## config.mk

```make
export PLATFORM = sky130hd
export DESIGN_NAME = binary_3x3_lut_image_filter_core_flat
export DESIGN_NICKNAME = d
export VERILOG_FILES = /design/src/sv/blf_pkg.sv /design/src/sv/blf_in_if.sv /design/src/sv/blf_out_if.sv /design/src/sv/blf_ram.sv /design/src/sv/binary_3x3_lut_image_filter_core.sv /design/src/flat_wrapper.sv
export SDC_FILE = /design/constraint.sdc
export NUM_CORES = 2
export LEC_CHECK = 0
export BUFFER_PORTS_ARGS = -buffer_cell sky130_fd_sc_hd__buf_2
export CAP_MARGIN = 10
export CORE_ASPECT_RATIO = 0.6
export CORE_MARGIN = 8
export CORE_UTILIZATION = 40
export DETAILED_ROUTE_END_ITERATION = 8
export GPL_ROUTABILITY_DRIVEN = 1
export PLACE_DENSITY = 0.53
export SYNTH_ARGS = -nofsm -noshare
export SYNTH_HDL_FRONTEND = slang
export SYNTH_SLANG_ARGS = --single-unit
```

## constraint.sdc

```tcl
create_clock -name i_clk -period 15.2 [get_ports i_clk]
set_input_delay 0.76 -clock i_clk [delete_from_list [all_inputs] [get_ports i_clk]]
set_output_delay 0.76 -clock i_clk [all_outputs]
set_load 0.05 [all_outputs]
```

## src/sv/blf_pkg.sv

```systemverilog
// Shared types and constants of the binary 3x3 lookup-table image filter.
// No dependencies; the core, the checker and the testbench import this package.
package blf_pkg;

    typedef logic [8:0] t_window;

    localparam int unsigned TABLE_WORDS = 8;
    localparam int unsigned TABLE_WORD_W = 64;
    localparam int unsigned TABLE_BITS = TABLE_WORDS * TABLE_WORD_W;
    localparam int unsigned CFG_IDX_W = 3;
    localparam int unsigned LIT_W = 17;

    localparam t_window SLIDE_MASK = 9'h1B6;  // keeps the two left columns after a shift
    localparam t_window BG_COLUMN = 9'h049;   // one lit column
    localparam t_window TABLE_IDX_LAST = 9'h1FF;
    localparam t_window TABLE_IDX_FIRST = 9'h000;

    localparam logic [LIT_W-1:0] LIT_MAX = 17'd65536;

    localparam logic CMD_PIXEL = 1'b0;
    localparam logic CMD_DRAIN = 1'b1;

endpackage

```

## src/sv/blf_in_if.sv

```systemverilog
// Input channel of the lookup-table filter: valid/ready with one pixel transaction.
// Standalone interface, no dependencies.
interface blf_in_if;
    logic valid;
    logic ready;
    logic command;
    logic pixel_value;
    logic row_end;
    logic frame_end;

    modport source (output valid, command, pixel_value, row_end, frame_end, input ready);
    modport sink (input valid, command, pixel_value, row_end, frame_end, output ready);
endinterface

```

## src/sv/blf_out_if.sv

```systemverilog
// Result channel of the lookup-table filter: valid/ready with one filtered pixel.
// Standalone interface, no dependencies.
interface blf_out_if;
    logic        valid;
    logic        ready;
    logic        filtered_pixel;
    logic        out_row_end;
    logic        out_frame_end;
    logic [16:0] lit_total;

    modport source (output valid, filtered_pixel, out_row_end, out_frame_end, lit_total,
                    input ready);
    modport sink (input valid, filtered_pixel, out_row_end, out_frame_end, lit_total,
                  output ready);
endinterface

```

## src/sv/blf_ram.sv

```systemverilog
// Generic single-write, single-read RAM with registered read data (read-old on collision).
// No dependencies.
module blf_ram #(
    parameter int unsigned WIDTH = 2,
    parameter int unsigned DEPTH = 256
) (
    input  logic                     i_clk,
    input  logic                     i_we,
    input  logic [$clog2(DEPTH)-1:0] i_waddr,
    input  logic [WIDTH-1:0]         i_wdata,
    input  logic [$clog2(DEPTH)-1:0] i_raddr,
    output logic [WIDTH-1:0]         o_rdata
);
    logic [WIDTH-1:0] r_mem [DEPTH];
    logic [WIDTH-1:0] r_rdata;

    always_ff @(posedge i_clk) begin
        if (i_we) begin
            r_mem[i_waddr] <= i_wdata;
        end
        r_rdata <= r_mem[i_raddr];
    end

    assign o_rdata = r_rdata;
endmodule

```

## src/sv/binary_3x3_lut_image_filter_core.sv

```systemverilog
// Streaming binary 3x3 lookup-table filter. One transaction is accepted per clock while the
// receiver keeps up; a finished result left waiting in the output register holds off the input
// until it is taken. Each pixel reads its column from a two-bit-wide line RAM (upper and middle
// rows) prefetched for the next transaction, slides the 3x3 window and looks the window up in
// the 512-bit table; the result is registered in the cycle after acceptance, and a pixel's
// result is caused row_length+1 transactions later.
// Depends on blf_pkg, blf_in_if, blf_out_if and blf_ram.
module binary_3x3_lut_image_filter_core
    import blf_pkg::*;
#(
    parameter int unsigned MAX_WIDTH = 256,
    parameter int unsigned MAX_HEIGHT = 256
) (
    input  logic                    i_clk,
    input  logic                    i_rst_n,
    input  logic                    i_cfg_we,
    input  logic [CFG_IDX_W-1:0]    i_cfg_idx,
    input  logic [TABLE_WORD_W-1:0] i_cfg_data,
    blf_in_if.sink                  i_pix,
    blf_out_if.source               o_res
);
    localparam int unsigned COL_W = $clog2(MAX_WIDTH);
    localparam int unsigned RL_W = $clog2(MAX_WIDTH + 1);
    localparam int unsigned RC_W = $clog2(MAX_HEIGHT + 2);
    localparam logic [RL_W-1:0] WIDTH_LIMIT = RL_W'(MAX_WIDTH);
    localparam logic [RC_W-1:0] ROW_SAT = RC_W'(MAX_HEIGHT + 1);
    localparam logic [RC_W-1:0] ROW_ONE = RC_W'(1);
    localparam logic [RC_W-1:0] ROW_TWO = RC_W'(2);

    logic [TABLE_BITS-1:0] r_table;
    logic [COL_W-1:0]      r_col, n_col;
    logic [RL_W-1:0]       r_row_len, n_row_len;
    logic [RC_W-1:0]       r_row_cnt, n_row_cnt;
    t_window               r_win, n_win;
    logic                  r_bg, n_bg;
    logic [LIT_W-1:0]      r_lit, n_lit;
    logic                  r_fwd;
    logic [1:0]            r_fwd_data;
    logic                  r_out_valid;
    logic                  r_out_pix;
    logic                  r_out_row_end;
    logic                  r_out_frame_end;
    logic [LIT_W-1:0]      r_out_lit;

    logic                  accept;
    logic                  pix;
    logic [1:0]            ram_rdata;
    logic [1:0]            line_data;
    logic                  up;
    logic                  mid;
    t_window               new_col;
    t_window               win;
    logic                  emit;
    logic                  filt;
    logic [RL_W-1:0]       col_inc;
    logic                  row_last;
    logic [COL_W-1:0]      ram_raddr;

    assign i_pix.ready = !r_out_valid || o_res.ready;
    assign accept = i_pix.valid && i_pix.ready;

    assign pix = (i_pix.command == CMD_DRAIN) ? r_bg : i_pix.pixel_value;

    // bypass the RAM when the column just written is read again (one-pixel rows)
    assign line_data = r_fwd ? r_fwd_data : ram_rdata;
    assign up = (r_row_cnt >= ROW_TWO) ? line_data[1] : r_bg;
    assign mid = (r_row_cnt >= ROW_ONE) ? line_data[0] : r_bg;
    assign new_col = {2'b00, up, 2'b00, mid, 2'b00, pix};

    always_comb begin
        if (r_col == '0) begin
            win = ((r_win << 1) & SLIDE_MASK) | (r_bg ? BG_COLUMN : '0);
            n_win = (r_bg ? SLIDE_MASK : '0) | new_col;
            emit = (r_row_cnt >= ROW_TWO);
        end else begin
            win = ((r_win << 1) & SLIDE_MASK) | new_col;
            n_win = win;
            emit = (r_row_cnt >= ROW_ONE);
        end
    end

    assign filt = r_table[win];
    assign n_lit = (emit && filt && (r_lit < LIT_MAX)) ? r_lit + 1'b1 : r_lit;

    assign col_inc = RL_W'(r_col) + 1'b1;
    assign row_last = (r_row_len == '0) ? (i_pix.row_end || (col_inc >= WIDTH_LIMIT))
                                        : (col_inc >= r_row_len);

    always_comb begin
        n_col = row_last ? '0 : COL_W'(col_inc);
        n_row_len = (r_row_len == '0 && row_last) ? col_inc : r_row_len;
        n_row_cnt = (row_last && (r_row_cnt < ROW_SAT)) ? r_row_cnt + 1'b1 : r_row_cnt;
        n_bg = r_bg;
        if (i_pix.frame_end) begin
            n_col = '0;
            n_row_len = '0;
            n_row_cnt = '0;
            n_bg = r_bg ? r_table[TABLE_IDX_LAST] : r_table[TABLE_IDX_FIRST];
        end
    end

    // prefetch the column of the next transaction
    assign ram_raddr = accept ? n_col : r_col;

    blf_ram #(
        .WIDTH (2),
        .DEPTH (MAX_WIDTH)
    ) u_line_ram (
        .i_clk   (i_clk),
        .i_we    (accept),
        .i_waddr (r_col),
        .i_wdata ({mid, pix}),
        .i_raddr (ram_raddr),
        .o_rdata (ram_rdata)
    );

    always_ff @(posedge i_clk) begin
        if (!i_rst_n) begin
            r_table <= '0;
        end else if (i_cfg_we) begin
            r_table[{i_cfg_idx, {$clog2(TABLE_WORD_W){1'b0}}} +: TABLE_WORD_W] <= i_cfg_data;
        end
    end

    always_ff @(posedge i_clk) begin
        if (!i_rst_n) begin
            r_col <= '0;
            r_row_len <= '0;
            r_row_cnt <= '0;
            r_win <= '0;
            r_bg <= 1'b0;
            r_lit <= '0;
            r_fwd <= 1'b0;
        end else begin
            r_fwd <= accept && (n_col == r_col);
            if (accept) begin
                r_col <= n_col;
                r_row_len <= n_row_len;
                r_row_cnt <= n_row_cnt;
                r_win <= n_win;
                r_bg <= n_bg;
                r_lit <= i_pix.frame_end ? '0 : n_lit;
            end
        end
    end

    always_ff @(posedge i_clk) begin
        r_fwd_data <= {mid, pix};
    end

    always_ff @(posedge i_clk) begin
        if (!i_rst_n) begin
            r_out_valid <= 1'b0;
        end else if (accept) begin
            r_out_valid <= emit;
        end else if (o_res.ready) begin
            r_out_valid <= 1'b0;
        end
    end

    // hold the result until taken
    always_ff @(posedge i_clk) begin
        if (accept) begin
            r_out_pix <= filt;
            r_out_row_end <= (r_col == '0);
            r_out_frame_end <= i_pix.frame_end;
            r_out_lit <= n_lit;
        end
    end

    assign o_res.valid = r_out_valid;
    assign o_res.filtered_pixel = r_out_pix;
    assign o_res.out_row_end = r_out_row_end;
    assign o_res.out_frame_end = r_out_frame_end;
    assign o_res.lit_total = r_out_lit;
endmodule

```

## src/flat_wrapper.sv

```systemverilog
// flat-port wrapper written by rule: the top's interface ports become plain ports
module binary_3x3_lut_image_filter_core_flat import blf_pkg::*;
#(
    parameter int unsigned MAX_WIDTH = 256,
    parameter int unsigned MAX_HEIGHT = 256
)
  (i_clk, i_rst_n, i_cfg_we, i_cfg_idx, i_cfg_data, i_pix_valid, i_pix_command, i_pix_pixel_value, i_pix_row_end, i_pix_frame_end, i_pix_ready, o_res_valid, o_res_filtered_pixel, o_res_out_row_end, o_res_out_frame_end, o_res_lit_total, o_res_ready);
  blf_in_if i_pix_i ();
  blf_out_if o_res_i ();
  input  logic i_clk;
  input  logic i_rst_n;
  input  logic i_cfg_we;
  input  logic [CFG_IDX_W-1:0] i_cfg_idx;
  input  logic [TABLE_WORD_W-1:0] i_cfg_data;
  input wire logic [$bits(i_pix_i.valid)-1:0] i_pix_valid;
  input wire logic [$bits(i_pix_i.command)-1:0] i_pix_command;
  input wire logic [$bits(i_pix_i.pixel_value)-1:0] i_pix_pixel_value;
  input wire logic [$bits(i_pix_i.row_end)-1:0] i_pix_row_end;
  input wire logic [$bits(i_pix_i.frame_end)-1:0] i_pix_frame_end;
  output wire logic [$bits(i_pix_i.ready)-1:0] i_pix_ready;
  output wire logic [$bits(o_res_i.valid)-1:0] o_res_valid;
  output wire logic [$bits(o_res_i.filtered_pixel)-1:0] o_res_filtered_pixel;
  output wire logic [$bits(o_res_i.out_row_end)-1:0] o_res_out_row_end;
  output wire logic [$bits(o_res_i.out_frame_end)-1:0] o_res_out_frame_end;
  output wire logic [$bits(o_res_i.lit_total)-1:0] o_res_lit_total;
  input wire logic [$bits(o_res_i.ready)-1:0] o_res_ready;
  assign i_pix_i.valid = i_pix_valid;
  assign i_pix_i.command = i_pix_command;
  assign i_pix_i.pixel_value = i_pix_pixel_value;
  assign i_pix_i.row_end = i_pix_row_end;
  assign i_pix_i.frame_end = i_pix_frame_end;
  assign i_pix_ready = i_pix_i.ready;
  assign o_res_valid = o_res_i.valid;
  assign o_res_filtered_pixel = o_res_i.filtered_pixel;
  assign o_res_out_row_end = o_res_i.out_row_end;
  assign o_res_out_frame_end = o_res_i.out_frame_end;
  assign o_res_lit_total = o_res_i.lit_total;
  assign o_res_i.ready = o_res_ready;
  binary_3x3_lut_image_filter_core #(.MAX_WIDTH(MAX_WIDTH), .MAX_HEIGHT(MAX_HEIGHT)) u_core (.i_clk(i_clk), .i_rst_n(i_rst_n), .i_cfg_we(i_cfg_we), .i_cfg_idx(i_cfg_idx), .i_cfg_data(i_cfg_data), .i_pix(i_pix_i), .o_res(o_res_i));
endmodule
```

== After elaboration in Yosys (flattened, before gate mapping) ==
Memories as Yosys holds them, arrays and structs flattened. A register that Yosys moved wholly into a read port is not among the register bits.
Index checks and enable logic that the tools add are counted.

* Register bits: 588
* Bits in latches: 0
* RAM bits: 512
* Memory bits (read-only): 0
* Output and inout bits: 22
* Logic and storage cells: 76
* Memories kept: 1

{| class="wikitable"
|+ Memory list
! name !! depth !! width !! rd ports !! clocked after Yosys merged registers in !! write ports !! line !! RTL
|-
| u_core.u_line_ram.r_mem || 256 || 2 || 1 || 1 || 1 || blf_ram.sv:14 || <nowiki>logic [WIDTH-1:0] r_mem [DEPTH];</nowiki>
|}

* Add/subtract/negate cells: 4
* $mul: 0
* Div/mod/pow operators: 0
* $lt $le $gt $ge: 7
* Equality and inequality tests: 1
* Shifts and indexed selects: 2
* Mux-type cells: 27
* Bitwise operators: 3
* Reductions and logical operators: 17

{| class="wikitable"
|+ Operators with widths
! kind !! count
|-
| $bwmux 512 || 1
|-
| $shift 64x11->512 const A || 1
|-
| $shiftx 64x11->512 || 1
|-
| $mux 9 || 5
|-
| $mux 8 || 5
|-
| $mux 17 || 2
|-
| $or 9x7->9 || 2
|-
| $add 17x1->17 const B || 1
|-
| $lt 17x17->1 const B || 1
|-
| $mux 1 || 11
|-
| $neg 9->11 || 1
|-
| $lt 9x10->1 const B || 1
|-
| $add 8x1->9 const B || 1
|-
| $add 9x1->9 const B || 1
|-
| $bmux 1 s9 || 1
|-
| $ge 9x1->1 const B || 1
|-
| $ge 9x2->1 const B || 1
|-
| $ge 9x9->1 || 1
|-
| $ge 9x9->1 const B || 1
|-
| $logic_not 9->1 || 1
|-
| $lt 9x9->1 const B || 1
|-
| $eq 8x8->1 || 1
|-
| $logic_not 8->1 || 1
|-
| $or 8x7->8 || 1
|-
| 7 further kinds || 17
|}

== Logic depth before layout (Yosys ltp) ==
* Word-level depth: 10
* Depth in mapped cells: 21
* Gate-level depth less buffers: 17

== By module ==
From an unflattened synthesis, not the netlist that was laid out.

* Cells, all modules: 4678
* Area, all modules: 50881.3 sq um

{| class="wikitable"
|+ Modules (own cells, without submodules)
! module !! times used !! cells an instance !! area each (sq um) !! sequential area each (sq um)
|-
| binary_3x3_lut_image_filter_core || 1 || 3436 || 29499.5 || 11931.4
|-
| blf_ram || 1 || 1242 || 21381.8 || 15414.8
|}

== Worst setup path before layout ==
No wires, ideal clock.

* Path kind: reg2reg
* From: register u_core.r_row_cnt[1]
* To: register u_core.r_out_lit[1] (netlist: u_core.o_res.lit_total[1]) (data pin)
* Data arrival time: 6.906 ns
* Slack: 8.032 ns
* Stages on the path, launching flop included: 14
* Path buffers: 1
* Period minus slack after synthesis: 7.168 ns
* Cell sequence: dfxtp_1 > inv_1 > ha_1 > nor2_1 > a31oi_1 > nor2_2 > mux2i_1 > o32ai_1 > nor4_1 > nor4_2 > o311ai_4 > or2_1 > buf_6 > mux2_1

* Cells in the longest elaborated chain, start to end: 9
* Elaborated cells on any way between the ends: 12
* Those cells by class: 2 x order compare; 7 x mux; 1 x bitwise; 2 x reduce/logical

{| class="wikitable"
|+ RTL lines
! item !! line !! RTL
|-
| start: declaration || binary_3x3_lut_image_filter_core.sv:33 || <nowiki>logic [RC_W-1:0] r_row_cnt, n_row_cnt;</nowiki>
|-
| start signal: assignment || binary_3x3_lut_image_filter_core.sv:139 || <nowiki>r_row_cnt <= n_row_cnt;</nowiki>
|-
| $ge 9x1->1 || binary_3x3_lut_image_filter_core.sv:67 || <nowiki>assign mid = (r_row_cnt >= ROW_ONE) ? line_data[0] : r_bg;</nowiki>
|-
| $mux 1 || binary_3x3_lut_image_filter_core.sv:67 ||
|-
| via u_core.mid || binary_3x3_lut_image_filter_core.sv:50 || <nowiki>logic mid;</nowiki>
|-
| $or 9x7->9 || binary_3x3_lut_image_filter_core.sv:76 || <nowiki>win = ((r_win << 1) & SLIDE_MASK) | new_col;</nowiki>
|-
| $mux 9 || binary_3x3_lut_image_filter_core.sv:71 || <nowiki>if (r_col == '0) begin</nowiki>
|-
| $bmux 1 s9 || binary_3x3_lut_image_filter_core.sv:82 || <nowiki>assign filt = r_table[win];</nowiki>
|-
| $mux 1 (not written as such) || binary_3x3_lut_image_filter_core.sv:82 ||
|-
| $logic_and 1x1->1 (2 in a row) || binary_3x3_lut_image_filter_core.sv:83 || <nowiki>assign n_lit = (emit && filt && (r_lit < LIT_MAX)) ? r_lit + 1'b1 : r_lit;</nowiki>
|-
| $mux 17 || binary_3x3_lut_image_filter_core.sv:83 ||
|-
| via u_core.n_lit[1] || binary_3x3_lut_image_filter_core.sv:36 || <nowiki>logic [LIT_W-1:0] r_lit, n_lit;</nowiki>
|-
| end signal: assignment || binary_3x3_lut_image_filter_core.sv:167 || <nowiki>r_out_lit <= n_lit;</nowiki>
|-
| end: declaration || binary_3x3_lut_image_filter_core.sv:43 || <nowiki>logic [LIT_W-1:0] r_out_lit;</nowiki>
|}

The timed path passes the listed nets, and every way through them passes these cells. The select of a mux whose other input is x is not followed.
A chain may end at the register's enable or synchronous reset.

== Worst setup path in the final report ==
* From: register u_core.r_col[0]
* To: register u_core.u_line_ram.r_rdata[1] (netlist: u_core.u_line_ram.o_rdata[1]), read port of u_core.u_line_ram.r_mem

* Cells in the longest elaborated chain, start to end: 7
* Elaborated cells on any way between the ends: 8
* Those cells by class: 1 x add/sub; 2 x order compare; 4 x mux; 1 x reduce/logical

{| class="wikitable"
|+ RTL lines
! item !! line !! RTL
|-
| start: declaration || binary_3x3_lut_image_filter_core.sv:31 || <nowiki>logic [COL_W-1:0] r_col, n_col;</nowiki>
|-
| start signal: assignment || binary_3x3_lut_image_filter_core.sv:137 || <nowiki>r_col <= n_col;</nowiki>
|-
| $add 8x1->9 || binary_3x3_lut_image_filter_core.sv:85 || <nowiki>assign col_inc = RL_W'(r_col) + 1'b1;</nowiki>
|-
| $ge 9x9->1 || binary_3x3_lut_image_filter_core.sv:86 || <nowiki>assign row_last = (r_row_len == '0) ? (i_pix.row_end || (col_inc >= WIDTH_LIMIT))</nowiki>
|-
| $logic_or 1x1->1 || binary_3x3_lut_image_filter_core.sv:86 ||
|-
| $mux 1 || binary_3x3_lut_image_filter_core.sv:86 ||
|-
| $mux 8 || binary_3x3_lut_image_filter_core.sv:90 || <nowiki>n_col = row_last ? '0 : COL_W'(col_inc);</nowiki>
|-
| $mux 8 || binary_3x3_lut_image_filter_core.sv:94 || <nowiki>if (i_pix.frame_end) begin</nowiki>
|-
| $mux 8 * || binary_3x3_lut_image_filter_core.sv:103 || <nowiki>assign ram_raddr = accept ? n_col : r_col;</nowiki>
|-
| end: declaration || blf_ram.sv:15 || <nowiki>logic [WIDTH-1:0] r_rdata;</nowiki>
|}

Every way passes the cells marked *; elsewhere a longest branch is shown, timed or not.

==> results.md <==
- Final ANT Viol Nets: 0
- Hold path start: i_cfg_data[35]
- Mapped cell area: ~53,000 um^2
- Row cnt: about 100
- Cells after synthesis: roughly 5,300
- R2R depth: 20
- CTS clk-pin slew, worst paths: 0.07 ns
- Pwr per Cell Area: 111 nW/um^2
- Final Setup Violations: 0
- Syn-to-layout area delta: 9.81%
- Outcome: complete, no violations
- Top-area cell type share of the netlist area: 0.304
- Hold violation count in the final report: 0
- CP startpoint kind: flip-flop
- Max Clock Skew: a little over 0.05 ns
- CTS Sinks: around 1,100
- TritonRoute pass-1 iters: 7
- Port bufs: 97
- GRT Overall Usage: 0.256
- Pre-CTS setup slack: 7.90 ns
- Number of max-cap violations: 0
- Clock buffer count from CTS: 108
- Routed wire length: 193,000 um
- Slew HR: 0.157
- Via density: 6.17
- Cell variety after synth: 97
- CTS Hold Bufs: 0
- Post-synth top flop: dfxtp_1
- RSZ-0062 raised after global routing: no
- Largest cells by area after synthesis: edfxtp_1 30%, dfxtp_1 22%, nand2_1 6.6%, a21boi_0 6.3%, mux4_2 5.5%
- Die width: 484 um
- GRT overflow: 0
- Initial DRC Count: about 6,100
- Worst setup margin: 7.83 ns
- DP Area: roughly 54,000 um^2
- CP endpoint kind: flip-flop
- Fin Setup TNS: 0 ns
- Global-route wire length before repair: 279,000 um
- Die Y: 297 um
- Number of global-route vias before repair: 38,900
- Slew @ Worst Pin: roughly 1.3 ns
- Resized cells post-CTS: 0
- Worst VDD drop: 82.5 uV
- Routed wire per std cell: 28.0 um
- # Post-CTS Setup Buffers: 0
- Pins Over Slew Limit: 0
- Initial core utilization: 0.402
- Cell accounting for the most synthesized area: edfxtp_1
- Largest net degree at the start of global routing: 219
- Sequential-to-total area share from yosys stat: 0.520
- Worst Hold Depth: 3
- Routed via count: approximately 43,000
- Reg-to-reg startpoint: u_core.r_col[0]
- Worst skew pair latency: around 0.75 ns
- Finished Layout Cells: 6,889
- Post-layout min period: 7.37 ns
- Fin crit share: 0.485
- # DRC: 0
- Yosys warnings: 0
- H-tree Lvls: 3
- Min Hold Slack: between 0.3 and 0.4 ns
- # nets final: between 5,000 and 6,000
- Post-DP HPWL: between 100,000 and 150,000 um
- Crit path from: u_core.r_col[0]
- CP max FO: ~120
- #FFs+latches synth: 1,100
- Routability cong.: 0.949
- Fmax: 0.136 GHz
- Dpl cells: 6,688
- Syn Area/Cell: 10.0 um^2
- Crit Path Class: flip-flop to flip-flop
- Number of enable flip-flop cells after synthesis: ~530
- Core area: 131,000 um^2
- Static leakage: 18.6 nW
- I/O pin count: 98
- Die ar.: 144,000 um^2
- Initial antenna violation count: 9
- Layout cell share with drive strength beyond 1: 0.112
- Finished Cell Area: 57,800 um^2
- Critical Path RT: 15.79 ns
- CTS root buf: clkbuf_16
- CTS tree: built
- Worst EP arrival: 7.96 ns
- CTS Buffer Depth: 3
- Syn nets: 5,357
- Hold WC Path Type: input port to flip-flop
- Asr flop ratio synth: 0
## path summary, 6_finish.rpt
check | to | slack, ns
worst min register to register | u_core.r_table[158] | 0.46
worst min-delay path | u_core.r_table[35] | 0.33
worst max-delay path | u_core.u_line_ram.o_rdata[1] | 7.83
worst max register to register | u_core.u_line_ram.o_rdata[1] | 7.83
## cells by family (layout without fill, tap and decap cells)
group | count (synthesis) | in the layout | synth area share
AOI/OAI and AO/OA | 1093 | 1093 | 0.149
buffers and inverters | 532 | 427 | 0.0420
adders and majority gates | 22 | 22 | 0.00523
muxes | 352 | 352 | 0.0981
and+or+nand+nor | 2135 | 2135 | 0.182
xor gates and xnor gates | 25 | 25 | 0.00416
other | 0 | 3 | 0
DFF | 1100 | 1100 | 0.520
## worst max-delay path, stage by stage, from the launching register on
cell       delay (ns)
dfxtp_1          0.46
ha_1             0.51
inv_1            0.15
nor2_1           0.29
nand3_1          0.14
xnor2_1          0.34
ha_1             0.32
a211oi_1         0.36
o2111ai_1        0.19
a2111oi_2        0.73
o21a_1           0.33
nor2_4           0.04
buf_4            0.30
buf_12           0.29
buf_4            0.54
mux2i_1          0.43
o22ai_1          0.23
nor4_1           0.56
o21ai_0          0.35
a211oi_1         0.31
a211oi_1         0.07
## per-layer routing
layer / global-route usage / share of wire / wire length (um)
met1: 0.419 / 0.48 / 93200
met2: 0.321 / 0.37 / 72200
met3: 0.0783 / 0.12 / 23900
met4: 0.0503 / 0.018 / 3480
met5: 0 / 0.00011 / 21
## registers in the layout, indices dropped and copies added (netlist names)
name                         count
u_core.o_res.out_row_end         1
u_core.o_res.filtered_pixel      1
u_core.o_res.out_frame_end       1
u_core.r_table                 512
u_core.r_row_cnt                 9
u_core.u_line_ram.o_rdata        2
u_core.r_lit                    17
u_core.r_fwd_data                2
u_core.r_bg                      1
u_core.r_col                     8
u_core.o_res.valid               1
u_core.o_res.lit_total          17
u_core.r_row_len                 9
u_core.r_win                     6
u_core.u_line_ram.r_mem        512
u_core.r_fwd                     1
## cells in the mapped netlist (14+ instances only)
cell        n
nand2_1   926
dfxtp_1   568
edfxtp_1  532
a21boi_0  440
nor2_1    389
nand3_1   358
clkbuf_1  351
mux2i_1   203
a21oi_1   173
mux4_2    129
nor3_1    103
nor2b_1    94
a221oi_1   73
o21ai_0    73
buf_2      68
and3_1     54
buf_1      52
nor4_1     51
a211oi_1   50
o22ai_1    43
nand2b_1   42
and2_1     40
a22oi_1    36
inv_1      34
a311oi_1   29
nand4_1    26
o211ai_1   25
a31oi_1    23
ha_1       22
mux2_2     19
or4_1      14
xor2_1     14
## cell type report
class,count,area (um^2)
Clock inverter,50,542
Fill cell,12300,73300
Tap cell,1732,2170
Antenna cell,3,7.51
Multi-Input combinational cell,3627,23300
Timing Repair Buffer,190,1250
Inverter,40,158
Sequential cell,1100,27400
Clock buffer,147,3020
## power by group
part | internal [mW] | leakage, nW | total, mW | switching (mW)
combinational | 0.122 | 7.70 | 0.504 | 0.381
sequential | 3.14 | 9.18 | 3.15 | 0.0141
clock | 1.56 | 1.75 | 2.78 | 1.22
## cell usage in the layout, fill, tap and decap left out, types with 102 or more instances in the layout
master,instances
a21boi_0,440
dfxtp_1,565
edfxtp_1,532
nor2_1,386
mux4_2,129
mux2i_1,202
clkbuf_16,109
nand3_1,353
a21oi_1,172
nor3_1,102
nand2_1,914
## stage by stage
stage               power, mW  utilization
floorplan                3.51            -
global placement         3.70        0.414
detailed placement       3.70        0.414
CTS                      6.46        0.441
global route             6.61        0.441
finish                   6.44        0.441
(Power assumes the default switching activity.)
